<file path="config.mk">
export PLATFORM = sky130hd
export DESIGN_NAME = polyphonic_voice_allocator_unit
export DESIGN_NICKNAME = d
export VERILOG_FILES = /design/src/sv/pva_pkg.sv /design/src/sv/pva_ram.sv /design/src/sv/pva_scan.sv /design/src/sv/polyphonic_voice_allocator_unit.sv
export SDC_FILE = /design/constraint.sdc
export NUM_CORES = 1
export LEC_CHECK = 0
export BUFFER_PORTS_ARGS = -buffer_cell sky130_fd_sc_hd__buf_2
export CAP_MARGIN = 10
export CORE_AREA = 2 2 249 374
export CTS_CLUSTER_DIAMETER = 200
export DETAILED_ROUTE_END_ITERATION = 6
export DIE_AREA = 0 0 251 376
export PLACE_DENSITY = 0.49
export REMOVE_ABC_BUFFERS = 1
export SKIP_LAST_GASP = 1
export SYNTH_ARGS = -nofsm -noshare
export SYNTH_HDL_FRONTEND = slang
export SYNTH_HIERARCHICAL = 1
export SYNTH_SLANG_ARGS = --single-unit
export TNS_END_PERCENT = 10
</file>
<file path="constraint.sdc">
create_clock -name clk -period 5.1 [get_ports clk]
set_input_delay 0.255 -clock clk [delete_from_list [all_inputs] [get_ports clk]]
set_output_delay 0.255 -clock clk [all_outputs]
set_load 0.02 [all_outputs]
</file>
<file path="src/sv/pva_pkg.sv">
// Shared types and constants for the polyphonic voice allocator.
`timescale 1ns / 1ps
package pva_pkg;

  localparam int NOTE_W = 7;
  localparam int VEL_W  = 7;
  localparam int AGE_W  = 32;
  localparam int VIDX_W = 4;

  localparam logic [AGE_W-1:0] AGE_MAX         = 32'hFFFF_FFFF;
  localparam logic [VEL_W-1:0] PEDAL_THRESHOLD = 7'd63;

  typedef enum logic [1:0] {
    OP_NOTE_ON  = 2'd0,
    OP_NOTE_OFF = 2'd1,
    OP_PEDAL    = 2'd2,
    OP_NONE     = 2'd3
  } op_t;

  typedef enum logic [1:0] {
    ST_IDLE,
    ST_SCAN,
    ST_FINISH,
    ST_PEDAL
  } state_t;

  // One voice table entry as stored in the RAM
  typedef struct packed {
    logic [NOTE_W-1:0] note;
    logic [VEL_W-1:0]  vel;
    logic              gate;
    logic              key_down;
    logic              sus;
    logic [AGE_W-1:0]  age;
  } voice_t;

  localparam int VOICE_W = $bits(voice_t);

  // Candidates collected over one walk of the voice table
  typedef struct packed {
    logic              match_hit;
    logic [VIDX_W-1:0] match_idx;
    voice_t            match_ent;
    logic              free_hit;
    logic [VIDX_W-1:0] free_idx;
    logic              free_sus;
    logic [VIDX_W-1:0] best_idx;
    logic              best_sus;
  } scan_res_t;

endpackage

</file>
<file path="src/sv/pva_ram.sv">
// Generic single-write, single-read RAM with registered read data.
`timescale 1ns / 1ps
module pva_ram #(
  parameter int WIDTH = 8,
  parameter int DEPTH = 8
) (
  input  logic                                     clk,
  input  logic                                     we,
  input  logic [(DEPTH > 1 ? $clog2(DEPTH) : 1)-1:0] waddr,
  input  logic [WIDTH-1:0]                         wdata,
  input  logic                                     re,
  input  logic [(DEPTH > 1 ? $clog2(DEPTH) : 1)-1:0] raddr,
  output logic [WIDTH-1:0]                         rdata
);

  logic [WIDTH-1:0] mem [DEPTH];

  // Write port
  always_ff @(posedge clk) begin
    if (we) begin
      mem[waddr] <= wdata;
    end
  end

  // Registered read port
  always_ff @(posedge clk) begin
    if (re) begin
      rdata <= mem[raddr];
    end
  end

endmodule

</file>
<file path="src/sv/pva_scan.sv">
// Candidate tracker: matching voice, first free voice and oldest voice.
`timescale 1ns / 1ps
module pva_scan import pva_pkg::*; (
  input  logic              clk,
  input  logic              rst_n,
  input  logic              clr,
  input  logic              vld,
  input  logic [VIDX_W-1:0] idx,
  input  voice_t            ent,
  input  logic [NOTE_W-1:0] note,
  output scan_res_t         res
);

  logic              match_hit_r;
  logic [VIDX_W-1:0] match_idx_r;
  voice_t            match_ent_r;
  logic              free_hit_r;
  logic [VIDX_W-1:0] free_idx_r;
  logic              free_sus_r;
  logic [VIDX_W-1:0] best_idx_r;
  logic              best_sus_r;
  logic [AGE_W-1:0]  best_age_r;
  logic              is_match;
  logic              is_older;

  assign is_match = ent.gate && (ent.note == note);
  assign is_older = ent.age < best_age_r;

  // Track the first hit of each kind and the strictly smallest age
  always_ff @(posedge clk) begin
    if (!rst_n) begin
      match_hit_r <= 1'b0;
      free_hit_r  <= 1'b0;
    end else if (clr) begin
      match_hit_r <= 1'b0;
      free_hit_r  <= 1'b0;
      best_age_r  <= AGE_MAX;
      best_idx_r  <= '0;
    end else if (vld) begin
      if (is_match && !match_hit_r) begin
        match_hit_r <= 1'b1;
        match_idx_r <= idx;
        match_ent_r <= ent;
      end
      if (!ent.gate && !free_hit_r) begin
        free_hit_r <= 1'b1;
        free_idx_r <= idx;
        free_sus_r <= ent.sus;
      end
      // Voice 0 is the fallback steal when no age beats the maximum
      if (is_older || idx == '0) begin
        best_sus_r <= ent.sus;
      end
      if (is_older) begin
        best_age_r <= ent.age;
        best_idx_r <= idx;
      end
    end
  end

  always_comb begin
    res.match_hit = match_hit_r;
    res.match_idx = match_idx_r;
    res.match_ent = match_ent_r;
    res.free_hit  = free_hit_r;
    res.free_idx  = free_idx_r;
    res.free_sus  = free_sus_r;
    res.best_idx  = best_idx_r;
    res.best_sus  = best_sus_r;
  end

endmodule

</file>
<file path="src/sv/polyphonic_voice_allocator_unit.sv">
// Top level of the polyphonic voice allocator: sequencer around the voice RAM.
//
//  channel | ports                                  | handshake
//  --------+----------------------------------------+-----------------------------
//  input   | in_operation, in_note_number, in_amount| start & !busy accepts a beat
//  result  | out_voice_index ... out_last           | out_valid high with each beat
//
// Note on / note off: the voice table is read once per cycle, one voice a cycle,
// then the chosen entry is written back; busy stays high until that write-back
// is done. Pedal: one voice read, updated and written per cycle; busy until the
// last voice is written, one result beat per voice. Code 3 is taken and dropped.
// Results appear in the cycle after their write; the receiver cannot stall them.
// Reset clears the per-entry valid bits, so no clearing pass is needed.
`timescale 1ns / 1ps
module polyphonic_voice_allocator_unit import pva_pkg::*; #(
  parameter int VOICE_COUNT = 8
) (
  input  logic              clk,
  input  logic              rst_n,
  input  logic              start,
  output logic              busy,
  input  logic [1:0]        in_operation,
  input  logic [6:0]        in_note_number,
  input  logic [6:0]        in_amount,
  output logic              out_valid,
  output logic [3:0]        out_voice_index,
  output logic [6:0]        out_voice_note,
  output logic [6:0]        out_voice_velocity,
  output logic              out_gate,
  output logic              out_held_by_pedal,
  output logic              out_matched,
  output logic              out_last
);

  localparam int IDX_W = (VOICE_COUNT > 1) ? $clog2(VOICE_COUNT) : 1;
  localparam int CNT_W = $clog2(VOICE_COUNT + 1);
  localparam logic [IDX_W-1:0] LAST_IDX  = IDX_W'(VOICE_COUNT - 1);
  localparam logic [CNT_W-1:0] CNT_VOICE = CNT_W'(VOICE_COUNT);

  state_t            state_r, state_nxt;
  logic [CNT_W-1:0]  ra_r, ra_nxt;
  logic [IDX_W-1:0]  da_r, da_nxt;
  op_t               op_r;
  logic [NOTE_W-1:0] note_r;
  logic [VEL_W-1:0]  amt_r;
  logic [AGE_W-1:0]  evt_cnt_r;
  logic              pedal_r, pedal_nxt;
  logic [VOICE_COUNT-1:0] vld_r;
  logic              rvld_r;

  logic              accept;
  logic              cnt_adv;
  logic              re;
  logic [IDX_W-1:0]  raddr;
  logic              we;
  logic [IDX_W-1:0]  waddr;
  voice_t            wdata;
  logic [VOICE_W-1:0] rdata;
  voice_t            rd_ent;
  logic              scan_clr;
  logic              scan_vld;
  scan_res_t         scan_res;

  logic              emit;
  logic [VIDX_W-1:0] em_idx;
  voice_t            em_ent;
  logic              em_matched;
  logic              em_last;

  logic              out_valid_r;
  logic [VIDX_W-1:0] out_idx_r;
  logic [NOTE_W-1:0] out_note_r;
  logic [VEL_W-1:0]  out_vel_r;
  logic              out_gate_r;
  logic              out_sus_r;
  logic              out_matched_r;
  logic              out_last_r;

  assign busy   = (state_r != ST_IDLE);
  assign accept = start && !busy;

  // Voice table storage
  pva_ram #(
    .WIDTH (VOICE_W),
    .DEPTH (VOICE_COUNT)
  ) u_ram (
    .clk   (clk),
    .we    (we),
    .waddr (waddr),
    .wdata (wdata),
    .re    (re),
    .raddr (raddr),
    .rdata (rdata)
  );

  // Entries never written read as the reset value
  assign rd_ent = rvld_r ? voice_t'(rdata) : '0;

  pva_scan u_scan (
    .clk   (clk),
    .rst_n (rst_n),
    .clr   (scan_clr),
    .vld   (scan_vld),
    .idx   (VIDX_W'(da_r)),
    .ent   (rd_ent),
    .note  (note_r),
    .res   (scan_res)
  );

  // Sequencer state and walk counters
  always_ff @(posedge clk) begin
    if (!rst_n) begin
      state_r   <= ST_IDLE;
      ra_r      <= '0;
      da_r      <= '0;
      pedal_r   <= 1'b0;
      evt_cnt_r <= AGE_W'(1);
      vld_r     <= '0;
    end else begin
      state_r <= state_nxt;
      ra_r    <= ra_nxt;
      da_r    <= da_nxt;
      pedal_r <= pedal_nxt;
      if (cnt_adv && evt_cnt_r != AGE_MAX) begin
        evt_cnt_r <= evt_cnt_r + 1'b1;
      end
      if (we) begin
        vld_r[waddr] <= 1'b1;
      end
    end
  end

  // Capture the accepted beat and the valid bit of each read
  always_ff @(posedge clk) begin
    if (accept) begin
      op_r   <= op_t'(in_operation);
      note_r <= in_note_number;
      amt_r  <= in_amount;
    end
    if (re) begin
      rvld_r <= vld_r[raddr];
    end
  end

  // Next state, RAM access and result selection
  always_comb begin
    state_nxt  = state_r;
    ra_nxt     = ra_r;
    da_nxt     = da_r;
    pedal_nxt  = pedal_r;
    cnt_adv    = 1'b0;
    re         = 1'b0;
    raddr      = ra_r[IDX_W-1:0];
    we         = 1'b0;
    waddr      = '0;
    wdata      = '0;
    scan_clr   = 1'b0;
    scan_vld   = 1'b0;
    emit       = 1'b0;
    em_idx     = '0;
    em_ent     = '0;
    em_matched = 1'b0;
    em_last    = 1'b0;
    unique case (state_r)
      ST_IDLE: begin
        if (accept && op_t'(in_operation) != OP_NONE) begin
          re       = 1'b1;
          raddr    = '0;
          ra_nxt   = CNT_W'(1);
          da_nxt   = '0;
          scan_clr = 1'b1;
          state_nxt = (op_t'(in_operation) == OP_PEDAL) ? ST_PEDAL : ST_SCAN;
        end
      end
      ST_SCAN: begin
        scan_vld = 1'b1;
        if (ra_r < CNT_VOICE) begin
          re     = 1'b1;
          ra_nxt = ra_r + 1'b1;
        end
        da_nxt = da_r + 1'b1;
        if (da_r == LAST_IDX) begin
          state_nxt = ST_FINISH;
        end
      end
      ST_FINISH: begin
        emit      = 1'b1;
        em_last   = 1'b1;
        cnt_adv   = 1'b1;
        state_nxt = ST_IDLE;
        if (op_r == OP_NOTE_ON) begin
          // Reuse the sounding voice, else the first free one, else steal the oldest
          priority if (scan_res.match_hit) begin
            em_idx     = scan_res.match_idx;
            em_ent.sus = scan_res.match_ent.sus;
          end else if (scan_res.free_hit) begin
            em_idx     = scan_res.free_idx;
            em_ent.sus = scan_res.free_sus;
          end else begin
            em_idx     = scan_res.best_idx;
            em_ent.sus = scan_res.best_sus;
          end
          em_ent.note     = note_r;
          em_ent.vel      = amt_r;
          em_ent.gate     = 1'b1;
          em_ent.key_down = 1'b1;
          em_ent.age      = evt_cnt_r;
          we    = 1'b1;
          waddr = em_idx[IDX_W-1:0];
          wdata = em_ent;
        end else if (scan_res.match_hit) begin
          // Release the voice, or only drop its key while the pedal holds it
          em_idx          = scan_res.match_idx;
          em_ent          = scan_res.match_ent;
          em_ent.key_down = 1'b0;
          if (!pedal_r) begin
            em_ent.gate = 1'b0;
            em_ent.vel  = '0;
            em_ent.note = '0;
            em_ent.age  = '0;
          end
          em_matched = 1'b1;
          we    = 1'b1;
          waddr = em_idx[IDX_W-1:0];
          wdata = em_ent;
        end
      end
      ST_PEDAL: begin
        if (ra_r < CNT_VOICE) begin
          re     = 1'b1;
          ra_nxt = ra_r + 1'b1;
        end
        da_nxt = da_r + 1'b1;
        em_ent = rd_ent;
        if (amt_r > PEDAL_THRESHOLD) begin
          em_ent.sus = rd_ent.sus | rd_ent.gate;
        end else begin
          em_ent.sus = 1'b0;
          if (!rd_ent.key_down) begin
            em_ent.gate = 1'b0;
            em_ent.vel  = '0;
            em_ent.note = '0;
            em_ent.age  = '0;
          end
        end
        we      = 1'b1;
        waddr   = da_r;
        wdata   = em_ent;
        emit    = 1'b1;
        em_idx  = VIDX_W'(da_r);
        em_last = (da_r == LAST_IDX);
        if (da_r == LAST_IDX) begin
          pedal_nxt = (amt_r > PEDAL_THRESHOLD);
          cnt_adv   = 1'b1;
          state_nxt = ST_IDLE;
        end
      end
      default: begin
        state_nxt = ST_IDLE;
      end
    endcase
  end

  // Result strobe
  always_ff @(posedge clk) begin
    if (!rst_n) begin
      out_valid_r <= 1'b0;
    end else begin
      out_valid_r <= emit;
    end
  end

  // Result beat payload
  always_ff @(posedge clk) begin
    if (emit) begin
      out_idx_r     <= em_idx;
      out_note_r    <= em_ent.note;
      out_vel_r     <= em_ent.vel;
      out_gate_r    <= em_ent.gate;
      out_sus_r     <= em_ent.sus;
      out_matched_r <= em_matched;
      out_last_r    <= em_last;
    end
  end

  assign out_valid          = out_valid_r;
  assign out_voice_index    = out_idx_r;
  assign out_voice_note     = out_note_r;
  assign out_voice_velocity = out_vel_r;
  assign out_gate           = out_gate_r;
  assign out_held_by_pedal  = out_sus_r;
  assign out_matched        = out_matched_r;
  assign out_last           = out_last_r;

endmodule

</file>
==> reports/qor.csv <==
stage;metric;value;unit
timing;Worst-Margin Slew;1000;ps
timing;Setup Skew;26.9;ps
worst_setup_path;CP startpoint kind;flip-flop;
placed_design;Detailed Place HPWL;35500;um
cts;TritonCTS Buffers;56;
timing;minimum clock period;3710;ps
timing;period utilization;72.7;%
floorplan;die height;376;um
cts;clock buffer depth;3;
cts;worst skew pair latency;610;ps
grt;initial antenna violation count;1;
timing;RSZ-0062 raised after global routing;false;
routing;Vias;13000;
cts;H-tree lvl count;2;
placed_design;DP Worst Slack;1270;ps
grt;grt met1 use;15.0;%
power_and_ir_drop;PwrDens;371;nW/um^2
grt;vias in the first global route;13600;
grt;met3 usage;1.46;%
timing;Fin. Hold Viols;0;
grt;GRT overflow;0;
power_and_ir_drop;Leak;0.00873;uW
grt;largest net degree at the start of global routing;50;
floorplan;core area;91200;um^2
status;outcome;complete, no violations;
logic_synthesis;Syn Std Cell Area;25300;um^2
cells_and_area;final cell count without fillers;2737;
timing;fin. max-slew vios;0;
routing;Initial DRC Count;716;
cts;CTS root buffer;clkbuf_16;
timing;post-route setup TNS;0;ps
timing;Final Setup Violations;0;
placed_design;Post-DP Area;27100;um^2
floorplan;Die ar.;94400;um^2
floorplan;Die X;251;um
grt;GRT Max-Usage Layer;met2;
cells_and_area;Layout area overhead;15.5;%
cells_and_area;share of cells above drive strength 1;24.6;%
floorplan;initial core utilization;27.8;%
power_and_ir_drop;Max VDD drop;0.000245;V
worst_setup_path;CP Class;flip-flop to flip-flop;
placed_design;Cells after DPL;2614;
hold_path;HP Class;input port to flip-flop;
floorplan;IO Pins;43;
worst_setup_path;CP arrival;3990;ps
run;Max-Cap Viols;0;
routing;DRC errors left;0;
placed_design;placer congestion estimate;0.770;
routing;wirelength, routed;58800;um
timing;Max Clk Rate;0.270;GHz
logic_synthesis;synthesized area per cell;17.7;um^2
grt;met2 Resource Use GR;22.7;%
worst_setup_path;Critical Path RT;5380;ps
worst_setup_path;endpoint type of the worst setup path;flip-flop;
cts;Reg clk slew, reported paths;70;ps
grt;first-pass GRT wire length;87600;um
worst_setup_path;CP max FO;32;
floorplan;site row count;136;
routing;first-pass detailed-route iteration total;5;
routing;Final ANT Viol Nets;0;
timing;Hold WS;32.9;ps
logic_synthesis;yosys warns;6;
cells_and_area;# fillers;8801;
placed_design;Buffers on Ports;42;
cells_and_area;Post-layout nets;1571;
cells_and_area;ANT cells;0;
cts;clk sinks;627;
cells_and_area;Final Cell Area;29300;um^2
timing;relative slew slack;33.1;%
routing;Wirelength per Cell;21.5;um
routing;post-DR vias/cell;4.73;
grt;GRT Overall Usage;12.3;%
cts;CTS tree;done;
cts;setup bufs post-CTS;0;
logic_synthesis;Cells after Synth;1435;
cts;quantity of gates resized following cts;0;
timing;Worst Setup Slack, final;1390;ps
final timing paths:
check                     endpoint  slack [ps]  cells after the start     start
min reg2reg               vld_r[5]         470                      1  vld_r[5]
max reg2reg  u_scan/best_age_r[12]        1390                      9    rvld_r
min                   evt_cnt_r[0]          30                      2     rst_n
max          u_scan/best_age_r[12]        1390                      9    rvld_r
routing by layer:
layer | share of wire (%) | routed length (um)
met1 | 42 | 24500
met2 | 53 | 30900
met3 | 3.3 | 1930
met4 | 2.4 | 1430
met5 | 0.022 | 13
state kept, by name, indices dropped and copies added, names as in the netlist, 4 cells and up:
name and count:
u_ram/rdata 49, u_scan/best_idx_r 4, u_scan/match_idx_r 4, amt_r 7
evt_cnt_r 32, u_ram/mem 392, u_scan/res 48, u_scan/best_age_r 32
out_voice_index 4, note_r 7, out_voice_velocity 7, vld_r 8
ra_r 4, u_scan/free_idx_r 4, out_voice_note 7
area by class of cell:
class,count,area [um^2],share of cell area [%]
clock buffer,63,1440,4.91
clock inverter,42,547,1.87
inverter,46,173,0.590
tap,1173,1470,5.01
timing repair buffer,95,739,2.53
multi-input combinational,691,6610,22.6
sequential,627,18300,62.5
worst max-delay path: stages (launching register included):
cell      delay (ps)
edfxtp_1         870
buf_4            460
and2_1           240
ha_1             240
o21ai_0          180
nor2_1            70
o311ai_1         300
a311oi_2         200
o31ai_4          450
buf_12           270
power breakdown:
part           total (uW)  leakage [uW]  switching [uW]  internal [uW]
combinational         571       0.00257             322            249
clock                4560      0.000957            1910           2650
sequential           5730       0.00520            50.6           5680
cells in the final DEF, fill, tap and decap left out, drive strengths merged, types with 5 or more instances in the layout:
cell and n:
a21oi 47, a221o 47, and2 52, and3 6, and4 5, buf 78
bufinv 12, clkbuf 64, clkinv 23, clkinvlp 6, dfxtp 53, dlygate4sd3 16
edfxtp 574, ha 35, inv 47, mux2 52, mux2i 5, mux4 98
nand2 43, nand2b 10, nand3 19, nand4 11, nor2 31, nor2b 54
nor3 10, nor4 7, o21ai 23, o31ai 9, or2 36, or3 16
or4 9, xnor2 9, xor2 7
metrics by stage:
stage / util, % / power [uW]
6_report: 32.1 / 10900
5_1_grt: 32.1 / 11200
4_1_cts: 32.1 / 11000
3_5_place_dp: 29.7 / 6410
3_3_place_gp: 29.7 / 6410
2_1_floorplan: - / 6220
what timing repair did:
action | 4_1_cts | 5_1_grt
hold buffers | 16 | 0
endpoints found under the hold margin | 17 | 0
endpoints found under the setup margin | 0 | 0
Power figures use the tool's default switching activity.
